`config.mk`:
```
export PLATFORM = sky130hd
export DESIGN_NAME = counted_item_slot_table
export DESIGN_NICKNAME = d
export VERILOG_FILES = /design/src/rtl/core/cst_pkg.sv /design/src/rtl/core/cst_ram.sv /design/src/rtl/core/cst_ctrl.sv /design/src/rtl/core/counted_item_slot_table.sv
export SDC_FILE = /design/constraint.sdc
export NUM_CORES = 1
export LEC_CHECK = 0
export ABC_AREA = 1
export ABC_CLOCK_PERIOD_IN_PS = 7000
export BUFFER_PORTS_ARGS = -buffer_cell sky130_fd_sc_hd__buf_2
export CORE_MARGIN = 5
export CORE_UTILIZATION = 58
export CTS_CLUSTER_DIAMETER = 50
export CTS_CLUSTER_SIZE = 8
export DETAILED_ROUTE_END_ITERATION = 8
export GPL_TIMING_DRIVEN = 0
export HOLD_SLACK_MARGIN = 0.06
export PLACE_DENSITY = 0.75
export SLEW_MARGIN = 20
export SYNTH_ARGS = -nofsm -noshare
export SYNTH_HDL_FRONTEND = slang
export SYNTH_SLANG_ARGS = --single-unit
```
`constraint.sdc`:
```
create_clock -name clk -period 7 [get_ports clk]
set_clock_uncertainty 0.05 [all_clocks]
set_input_delay 1.05 -clock clk [delete_from_list [all_inputs] [get_ports clk]]
set_output_delay 1.05 -clock clk [all_outputs]
set_load 0.01 [all_outputs]
```
`src/rtl/core/cst_pkg.sv`:
```
package cst_pkg;

  localparam int SLOTS = 8;
  localparam int IDX_W = (SLOTS > 1) ? $clog2(SLOTS) : 1;
  localparam int CNT_W = $clog2(SLOTS + 1);

  localparam logic [7:0] COUNT_MAX = 8'd255;

  localparam logic [1:0] OP_ADD    = 2'd0;
  localparam logic [1:0] OP_REMOVE = 2'd1;
  localparam logic [1:0] OP_QUERY  = 2'd2;

  localparam logic [1:0] ST_OK       = 2'd0;
  localparam logic [1:0] ST_BAD_ARG  = 2'd1;
  localparam logic [1:0] ST_NOT_FOUND = 2'd2;
  localparam logic [1:0] ST_FULL     = 2'd3;

  typedef struct packed {
    logic [1:0] req_type;
    logic [7:0] item_kind;
    logic [7:0] amount;
  } req_t;

  typedef struct packed {
    logic [1:0] status;
    logic [7:0] total;
    logic       enough;
  } rsp_t;

  typedef struct packed {
    logic [7:0] kind;
    logic [7:0] count;
  } slot_t;

  typedef struct packed {
    logic             en;
    logic [IDX_W-1:0] addr;
    slot_t            data;
  } ram_wr_t;

  typedef enum logic [3:0] {
    S_IDLE   = 4'b0001,
    S_SCAN   = 4'b0010,
    S_DECIDE = 4'b0100,
    S_DRAIN  = 4'b1000
  } state_t;

endpackage

```
`src/rtl/core/cst_ram.sv`:
```
module cst_ram (
  input  logic                      clk,
  input  logic                      rst,
  input  logic [cst_pkg::IDX_W-1:0] rd_addr,
  output cst_pkg::slot_t            rd_data,
  input  cst_pkg::ram_wr_t          wr
);

  cst_pkg::slot_t               mem [cst_pkg::SLOTS];
  logic [cst_pkg::SLOTS-1:0]    valid;
  cst_pkg::slot_t               rd_q;
  logic                         rd_vld;

  always_ff @(posedge clk) begin
    if (wr.en) begin
      mem[wr.addr] <= wr.data;
    end
    rd_q <= mem[rd_addr];
  end

  // entries never written since reset read as empty
  always_ff @(posedge clk) begin
    if (rst) begin
      valid  <= '0;
      rd_vld <= 1'b0;
    end else begin
      if (wr.en) begin
        valid[wr.addr] <= 1'b1;
      end
      rd_vld <= valid[rd_addr];
    end
  end

  assign rd_data = rd_vld ? rd_q : '0;

endmodule

```
`src/rtl/core/cst_ctrl.sv`:
```
module cst_ctrl (
  input  logic                      clk,
  input  logic                      rst,
  input  logic                      start,
  input  cst_pkg::req_t             req,
  output logic                      busy,
  output logic                      done,
  output cst_pkg::rsp_t             rsp,
  output logic [cst_pkg::IDX_W-1:0] rd_addr,
  input  cst_pkg::slot_t            rd_data,
  output cst_pkg::ram_wr_t          wr
);

  localparam logic [cst_pkg::IDX_W-1:0] LAST_IDX = cst_pkg::IDX_W'(cst_pkg::SLOTS - 1);
  localparam logic [cst_pkg::CNT_W-1:0] NUM_SLOTS = cst_pkg::CNT_W'(cst_pkg::SLOTS);

  cst_pkg::state_t             state;
  cst_pkg::req_t               req_q;
  logic [cst_pkg::CNT_W-1:0]   rd_cnt;
  logic                        vld;
  logic [cst_pkg::IDX_W-1:0]   idx_q;
  logic [7:0]                  total;
  logic                        mfound;
  logic [cst_pkg::IDX_W-1:0]   midx;
  logic [7:0]                  mcount;
  logic                        efound;
  logic [cst_pkg::IDX_W-1:0]   eidx;
  logic [7:0]                  left;

  logic          hit;
  logic          empty;
  logic          last;
  logic [8:0]    sum9;
  logic [8:0]    add9;
  logic          add_ok;
  logic          rem_ok;
  logic          take;
  logic          issue;
  logic          scan_rd;
  cst_pkg::rsp_t dec_rsp;

  assign busy    = (state != cst_pkg::S_IDLE);
  assign rd_addr = rd_cnt[cst_pkg::IDX_W-1:0];
  assign issue   = (rd_cnt < NUM_SLOTS);
  assign scan_rd = ((state == cst_pkg::S_SCAN) || (state == cst_pkg::S_DRAIN)) && issue;

  assign hit   = vld && (req_q.item_kind != 8'd0) && (rd_data.kind == req_q.item_kind);
  assign empty = vld && (rd_data.kind == 8'd0);
  assign last  = vld && (idx_q == LAST_IDX);
  assign sum9  = {1'b0, total} + {1'b0, rd_data.count};
  assign add9  = {1'b0, mcount} + {1'b0, req_q.amount};
  assign take  = hit && (left != 8'd0);

  assign add_ok = (req_q.req_type == cst_pkg::OP_ADD) && (req_q.item_kind != 8'd0) &&
                  (req_q.amount != 8'd0);
  assign rem_ok = (req_q.req_type == cst_pkg::OP_REMOVE) && (req_q.amount != 8'd0) &&
                  (total >= req_q.amount);

  always_comb begin
    wr = '0;
    case (state)
      cst_pkg::S_DECIDE: begin
        if (add_ok && mfound) begin
          wr.en         = 1'b1;
          wr.addr       = midx;
          wr.data.kind  = req_q.item_kind;
          wr.data.count = add9[8] ? cst_pkg::COUNT_MAX : add9[7:0];
        end else if (add_ok && efound) begin
          wr.en         = 1'b1;
          wr.addr       = eidx;
          wr.data.kind  = req_q.item_kind;
          wr.data.count = req_q.amount;
        end
      end
      cst_pkg::S_DRAIN: begin
        if (take) begin
          wr.en   = 1'b1;
          wr.addr = idx_q;
          if (rd_data.count > left) begin
            wr.data.kind  = rd_data.kind;
            wr.data.count = rd_data.count - left;
          end
        end
      end
      default: begin
      end
    endcase
  end

  always_comb begin
    dec_rsp = '0;
    case (req_q.req_type)
      cst_pkg::OP_ADD: begin
        if (!add_ok) begin
          dec_rsp.status = cst_pkg::ST_BAD_ARG;
        end else if (mfound || efound) begin
          dec_rsp.status = cst_pkg::ST_OK;
        end else begin
          dec_rsp.status = cst_pkg::ST_FULL;
        end
      end
      cst_pkg::OP_REMOVE: begin
        dec_rsp.status = cst_pkg::ST_NOT_FOUND;
      end
      cst_pkg::OP_QUERY: begin
        dec_rsp.status = cst_pkg::ST_OK;
        dec_rsp.total  = total;
        dec_rsp.enough = (total >= req_q.amount);
      end
      default: begin
        dec_rsp.status = cst_pkg::ST_BAD_ARG;
      end
    endcase
  end

  always_ff @(posedge clk) begin
    if (rst) begin
      state  <= cst_pkg::S_IDLE;
      done   <= 1'b0;
      vld    <= 1'b0;
      rd_cnt <= '0;
    end else begin
      done <= ((state == cst_pkg::S_DECIDE) && !rem_ok) ||
              ((state == cst_pkg::S_DRAIN) && last);
      vld  <= scan_rd;
      if (scan_rd) begin
        idx_q  <= rd_addr;
        rd_cnt <= rd_cnt + 1'b1;
      end
      case (state)
        cst_pkg::S_IDLE: begin
          if (start) begin
            req_q  <= req;
            rd_cnt <= '0;
            total  <= 8'd0;
            mfound <= 1'b0;
            efound <= 1'b0;
            state  <= cst_pkg::S_SCAN;
          end
        end
        cst_pkg::S_SCAN: begin
          if (hit) begin
            total <= sum9[8] ? cst_pkg::COUNT_MAX : sum9[7:0];
            if (!mfound) begin
              mfound <= 1'b1;
              midx   <= idx_q;
              mcount <= rd_data.count;
            end
          end
          if (empty && !efound) begin
            efound <= 1'b1;
            eidx   <= idx_q;
          end
          if (last) begin
            state <= cst_pkg::S_DECIDE;
          end
        end
        cst_pkg::S_DECIDE: begin
          if (rem_ok) begin
            rsp    <= '0;
            rd_cnt <= '0;
            left   <= req_q.amount;
            state  <= cst_pkg::S_DRAIN;
          end else begin
            rsp   <= dec_rsp;
            state <= cst_pkg::S_IDLE;
          end
        end
        cst_pkg::S_DRAIN: begin
          if (take) begin
            left <= (rd_data.count > left) ? 8'd0 : (left - rd_data.count);
          end
          if (last) begin
            rsp.status <= cst_pkg::ST_OK;
            state      <= cst_pkg::S_IDLE;
          end
        end
        default: begin
          state <= cst_pkg::S_IDLE;
        end
      endcase
    end
  end

endmodule

```
`src/rtl/core/counted_item_slot_table.sv`:
```
// Slot table of item kinds with per-slot counts (kind 0 marks an empty slot).
// Request channel: drive req (req_type, item_kind, amount) and raise start;
// the transfer happens at the clock edge where start is high and busy is low.
// busy stays high until the request has been fully processed.
// Result channel: done pulses for one cycle with rsp (status, total, enough).
// The receiver cannot stall; rsp is only valid in the done cycle.
// Processing of add, query and a rejected remove takes one pass over the slot
// RAM plus a decision state; a remove that drains takes a totaling pass, the
// decision state and a read-modify-write drain pass. One new request may be
// taken in the same cycle done is high.
// The rate is set by the single read port of the slot RAM, read once per slot
// per pass.
// Reset (rst, synchronous) empties the table at once through per-slot valid
// bits; no clearing pass is needed and a request may follow directly.
module counted_item_slot_table (
  input  logic          clk,
  input  logic          rst,
  input  logic          start,
  input  cst_pkg::req_t req,
  output logic          busy,
  output logic          done,
  output cst_pkg::rsp_t rsp
);

  logic [cst_pkg::IDX_W-1:0] rd_addr;
  cst_pkg::slot_t            rd_data;
  cst_pkg::ram_wr_t          wr;

  cst_ctrl u_ctrl (
    .clk     (clk),
    .rst     (rst),
    .start   (start),
    .req     (req),
    .busy    (busy),
    .done    (done),
    .rsp     (rsp),
    .rd_addr (rd_addr),
    .rd_data (rd_data),
    .wr      (wr)
  );

  cst_ram u_ram (
    .clk     (clk),
    .rst     (rst),
    .rd_addr (rd_addr),
    .rd_data (rd_data),
    .wr      (wr)
  );

  a_accept_busy: assert property (@(posedge clk) disable iff (rst)
    (start && !busy) |=> busy)
    else $error("busy not raised after request transfer");

  a_done_idle: assert property (@(posedge clk) disable iff (rst)
    done |-> !busy)
    else $error("result strobed while still busy");

  a_done_single: assert property (@(posedge clk) disable iff (rst)
    done |=> !done)
    else $error("two results in consecutive cycles");

  a_no_write_idle: assert property (@(posedge clk) disable iff (rst)
    !busy |-> !wr.en)
    else $error("slot RAM written while idle");

endmodule
```
Word-level counts from Yosys, hierarchy flattened:

Memories as Yosys holds them, arrays and structs flattened. A register that Yosys moved wholly into a read port is not among the register bits.
Index checks and enable logic that the tools add are counted.

* $add $sub $neg: 5
* $lt $le $gt $ge: 6
* eq/ne operators: 16
* mux-type cells: 42
* bitwise logic cells: 4
* reductions and logical operators: 39

Operator list (count)
* 20-bit 2-to-1 mux: 3
* 8-bit 2-to-1 mux: 7
* 20-bit case mux with 2 select lines: 1
* 16-bit 2-to-1 mux: 2
* 8-bit case mux with 2 select lines: 2
* 4-bit 2-to-1 mux: 7
* 8-bit nonzero test: 3
* 8-bit by 8-bit adder with 9-bit output: 2
* 1-bit logical AND: 16
* 4-bit case mux with 4 select lines: 1
* 4-bit AND reduction: 4
* 8-bit subtractor: 2
* 3-bit AND reduction: 4
* 11-bit 2-to-1 mux: 1
* 2-bit by 1-bit != test with 1-bit output (second input constant): 5
* 9-bit 2-to-1 mux: 1
* 8-bit == test: 1
* 8-bit >= comparator: 1
* 8-bit > comparator: 1
* 8-bit logical NOT: 1
* 3-bit by 4-bit < comparator with 1-bit output (second input constant): 2
* 8-bit OR: 1
* 4-bit case mux with 2 select lines: 1
* 1-bit 2-to-1 mux: 7
* 25 further kinds: 36

* bits in registers: 83
* memory bits (writable): 128
* input port bits: 21
* output and inout bits: 13
* word-level logic and storage cells: 133
* memories kept: 1

Memories
* u_ram.mem: words 8, bits a word 16, rd ports 1, clocked after Yosys merged registers in 1, wr ports 1, RTL line cst_ram.sv:9 `cst_pkg::slot_t mem [cst_pkg::SLOTS];`

Longest topological paths before layout:

* word-level depth: 12
* depth in mapped cells: 17
* mapped depth without buffers: 15

Modules after synthesis:

From an unflattened synthesis, not the netlist that was laid out.

* cells, all modules: 1272
* area total of the unflattened synthesis: 11519.8 um^2

Modules (own cells, without submodules)
* cst_ram: times used 1, cells each 549, area each 6010.8 um^2, seq. area each 4344.2 um^2
* cst_ctrl: times used 1, cells each 723, area each 5509.0 um^2, seq. area each 2122.0 um^2

Worst setup path before layout:

OpenSTA, ideal clock, no wires.

* kind: input-to-reg
* start point: input port rst
* end point: register u_ctrl.mcount[0], enable pin
* setup time: 393 ps
* data arrival time: 2084 ps
* required time: 6557 ps
* path slack: 4473 ps
* cell stages on the path: 2
* buffers on the path: 1
* cell sequence: clkbuf_1 nor3_1

* cells in the longest elaborated chain, start to end: 2

RTL lines
* start, declared: RTL line counted_item_slot_table.sv:17 `input logic rst,`
* 1-bit inverter (no source line)
* 4-bit AND reduction (no source line)
* end signal, assigned: RTL line cst_ctrl.sv:147 `mcount <= rd_data.count;`
* end, declared: RTL line cst_ctrl.sv:25 `logic [7:0] mcount;`

Every way passes these cells.
A chain may end at the register's enable or synchronous reset.

==> results by group <==
Outcome
  • Result of the run: finished clean

Synth
  • Synth area leaders: edfxtp_1 55%, dfxtp_1 6.6%, nor2_1 5.5%
  • Largest family of logic cells by synthesized area: simple AND/OR/NAND/NOR gates
  • Syn Nets: 1093
  • Simple-Gate Fraction of Synth Area: 0.1595
  • Yosys top cell by area: edfxtp_1
  • Fraction of the mapped netlist area in compound gates: 0.1090
  • Post-synthesis adder-cell area fraction: 0.04759
  • Count of warnings emitted by yosys: 0
  • Library cells used by synthesis: 44
  • Number of instances in the synthesized netlist: 1033
  • Share of synthesized area occupied by flip-flops and latches: 0.6118
  • Area fraction of the dominant cell type after synthesis: 0.5455
  • Total of flip-flops plus latches after synthesis: 227
  • XOR/XNOR Fraction of Synth Area: 0.01575
  • Mapped Area: 10570 um^2
  • Multiplexer share of the synthesized area: 0
  • Mean instance size in the synthesized netlist: 10.23 um^2

Place
  • Number of buffer cells added on primary ports: 33
  • Post-Place Worst Slack: 3565 ps
  • Post-detailed-placement cell area: 11040 um^2
  • Post-detail-place hpwl: 18100 um
  • Weighted congestion at the end of routability-driven global placement: 0.9193

Clock tree
  • Number of sinks driven by the clock tree: 227
  • Number of resized instances in the post-cts repair step: 0
  • Buffer type at the clock tree root: clkbuf_16
  • Skew-Pair Late Insertion Delay: 520 ps
  • Maximum number of buffers from clock root to sink: 3
  • CTS tree: yes
  • Setup Buffers After CTS: 0
  • Clock slew at reported path FFs: 50 ps
  • H-tree level count: 2
  • CTS Hold Bufs: 0
  • TritonCTS buffer count: 35

STA
  • Final count of hold timing violations: 0
  • Worst Tran Pin Value: 1081 ps
  • Worst Setup Slack, final: 3608 ps
  • Highest Clock Rate: 294.8 MHz
  • RSZ-0062 raised after global routing: no
  • Relative slew slack: 0.2733
  • Final setup violation count: 0
  • Setup TNS after final layout: 0 ps
  • Final slew viol count: 0
  • WHS: 399.8 ps
  • Final Critical Period: 3392 ps
  • Period Utilization, post-route: 0.4846

Setup path
  • Launching instance or port of the critical path: u_ram.rd_vld
  • Critical path depth: 12
  • End of the worst register-to-register path: u_ram.mem[1][8]
  • Critical path buffer and inverter count: 5
  • Setup slack of the worst register-to-register path: 3610 ps
  • Arrival time at the worst endpoint: 3510 ps
  • Count of cells along the worst register-to-register path: 12
  • Category of the most critical setup path: flop to flop
  • Critical path, cell by cell: buf_6, buf_8, nand2_1, ha_1, clkbuf_1, nand2_1, inv_1, nand3_1, nand3_1, nand2_2, buf_4, o31ai_1
  • Startpoint kind of the worst setup timing path: flop
  • R2r startpoint: u_ram.rd_vld
  • Element type at the critical path end: flop
  • Cell type of the slowest stage on the worst timing path: o31ai_1
  • Cell family contributing the most delay on the critical path: buffers and inverters
  • CP max FO: 10
  • Slowest Stage Delay on Critical Path: 870 ps
  • Critical Path RT: 7110 ps

Routing
  • DRT antenna net count: 0
  • Total routed wirelength: 26440 um
  • Number of DRC violations after detailed routing: 0
  • Via/cell ratio: 5.825
  • Vias: 7910
  • WL per Instance: 19.47 um
  • Initial DRC Count: 784
  • Count of TritonRoute iterations in the first routing pass: 5

Min path
  • Hold crit path type: flop to flop
  • Source of the worst hold timing path: u_ram.valid[7]
  • Hold Path Cell Cnt: 2
  • End point of the worst hold path: u_ram.valid[7]

Cells and area
  • Top library cells by usage in the layout, fill and taps aside: 192 x edfxtp_1, 155 x nor2_1, 140 x nand2_1, 109 x inv_1, 95 x o21ai_0
  • Layout-stage area growth over the synthesis result: 14.29%
  • Cell area after layout: 12080 um^2
  • Share of cells above drive strength 1: 0.1010
  • Leading cell type in the layout, fill and taps excluded: edfxtp_1
  • Diode insertion count for antenna repair: 0
  • Fin nets: 1164

Power and ir drop
  • Leakage: 0.005186 uW
  • Pwr Density: 261.1 nW/um^2
  • Worst voltage drop across the vdd grid: 0.2206 mV
  • Overall power after layout: 3154 uW

Job
  • Maxcap violations: 0

Global routing
  • Initial antenna violation count: 0
  • Number of global-route vias before repair: 7768
  • Global-route wire length before repair: 41180 um
  • Largest net degree at the start of global routing: 19
  • All-layer global routing usage: 0.2473
  • Overflow left after global routing: 0

Die
  • Cell row count: 49
  • Starting density of the core: 0.5884
  • Top-Level Pins: 34
  • Die Width: 145.0 um
  • Y dimension of the die: 145.0 um
  • Die ar.: 21020 um^2
  • Core area: 17960 um^2
-- metal layers --
| layer | vias up | wire [um] | GRT usage |
|---|---|---|---|
| li1 | 3727 | - | - |
| met3 | 53 | 2277 | 0.04584 |
| met1 | 3732 | 10820 | 0.3352 |
| met5 | - | 0 | 0 |
| met4 | 0 | 588 | 0.09369 |
| met2 | 398 | 12750 | 0.4004 |
-- synthesized netlist by cell type, drive strengths merged --
cell type,n
o21ai,98
edfxtp,192
o211ai,8
a21o,2
nand3,41
a31oi,20
nor4,1
or2,10
nand4,20
o21bai,2
nor2,162
o31ai,8
a221oi,1
fa,2
xnor2,7
and3,1
clkbuf,30
nand2,149
dfxtp,35
o2111ai,2
ha,37
xor2,12
inv,113
a22o,1
nor3,6
clkinv,4
o21a,1
a21oi,47
buf,5
o22ai,16
-- metrics by stage --
step             util  instances
6_report       0.6724       1358
3_5_place_dp   0.6145       1296
3_3_place_gp   0.6135       1295
2_1_floorplan       -       1033
4_1_cts        0.6719       1358
5_1_grt        0.6724       1358
-- cell families (layout without fill, tap and decap cells) --
group,Yosys count,after routing
simple gates,390,390
buf+inv,152,248
flops,227,227
xor+xnor,19,19
fa+ha+maj,39,39
compound gates,206,206
-- cell type report --
type                            instances  area (um^2)
Buffer                                 35        156.4
Clock buffer                           56        954.7
Clock inverter                          6        75.07
Fill cell                            1316         5884
Inverter                              117        439.2
Multi-Input combinational cell        654         3525
Sequential cell                       227         6466
Tap cell                              229        286.5
Timing Repair Buffer                   34        176.4
-- registers in the layout, indices dropped and copies added (netlist names) --
| name | flops |
|---|---|
| u_ctrl.total | 8 |
| u_ctrl.efound | 1 |
| u_ctrl.rsp | 11 |
| u_ram.mem | 128 |
| u_ctrl.done | 1 |
| u_ctrl.state | 4 |
| u_ctrl.midx | 3 |
| u_ctrl.eidx | 3 |
| u_ctrl.left | 8 |
| u_ctrl.rd_cnt | 4 |
| u_ram.valid | 8 |
| u_ram.rd_vld | 1 |
| u_ctrl.mfound | 1 |
| u_ctrl.vld | 1 |
| u_ctrl.mcount | 8 |
| u_ram.rd_q | 16 |
| u_ctrl.idx_q | 3 |
| u_ctrl.req_q | 18 |
-- tightest hold or removal path, delay by kind of cell, from the launching register on --
| family | cells | cell delay (ps) |
|---|---|---|
| flip-flops | 1 | 300 |
| buffers and inverters | 1 | 40 |
| AO/OA/AOI/OAI | 1 | 50 |
-- worst max path at each step --
stage / endpoint / slack [ps]
after floorplan: u_ctrl.mcount[0] / 4470
after global placement: u_ram.mem[7][11] / 3640
after detailed placement: u_ram.mem[7][9] / 3560
after CTS: u_ram.mem[0][11] / 3580
after global routing: u_ram.mem[1][8] / 3360
final: u_ram.mem[1][8] / 3610
-- power by group --
part / switching (uW) / internal, uW
registers: 15.6 / 1470
clock network: 590 / 939
logic: 91.9 / 43.3
(Power assumes the default switching activity.)
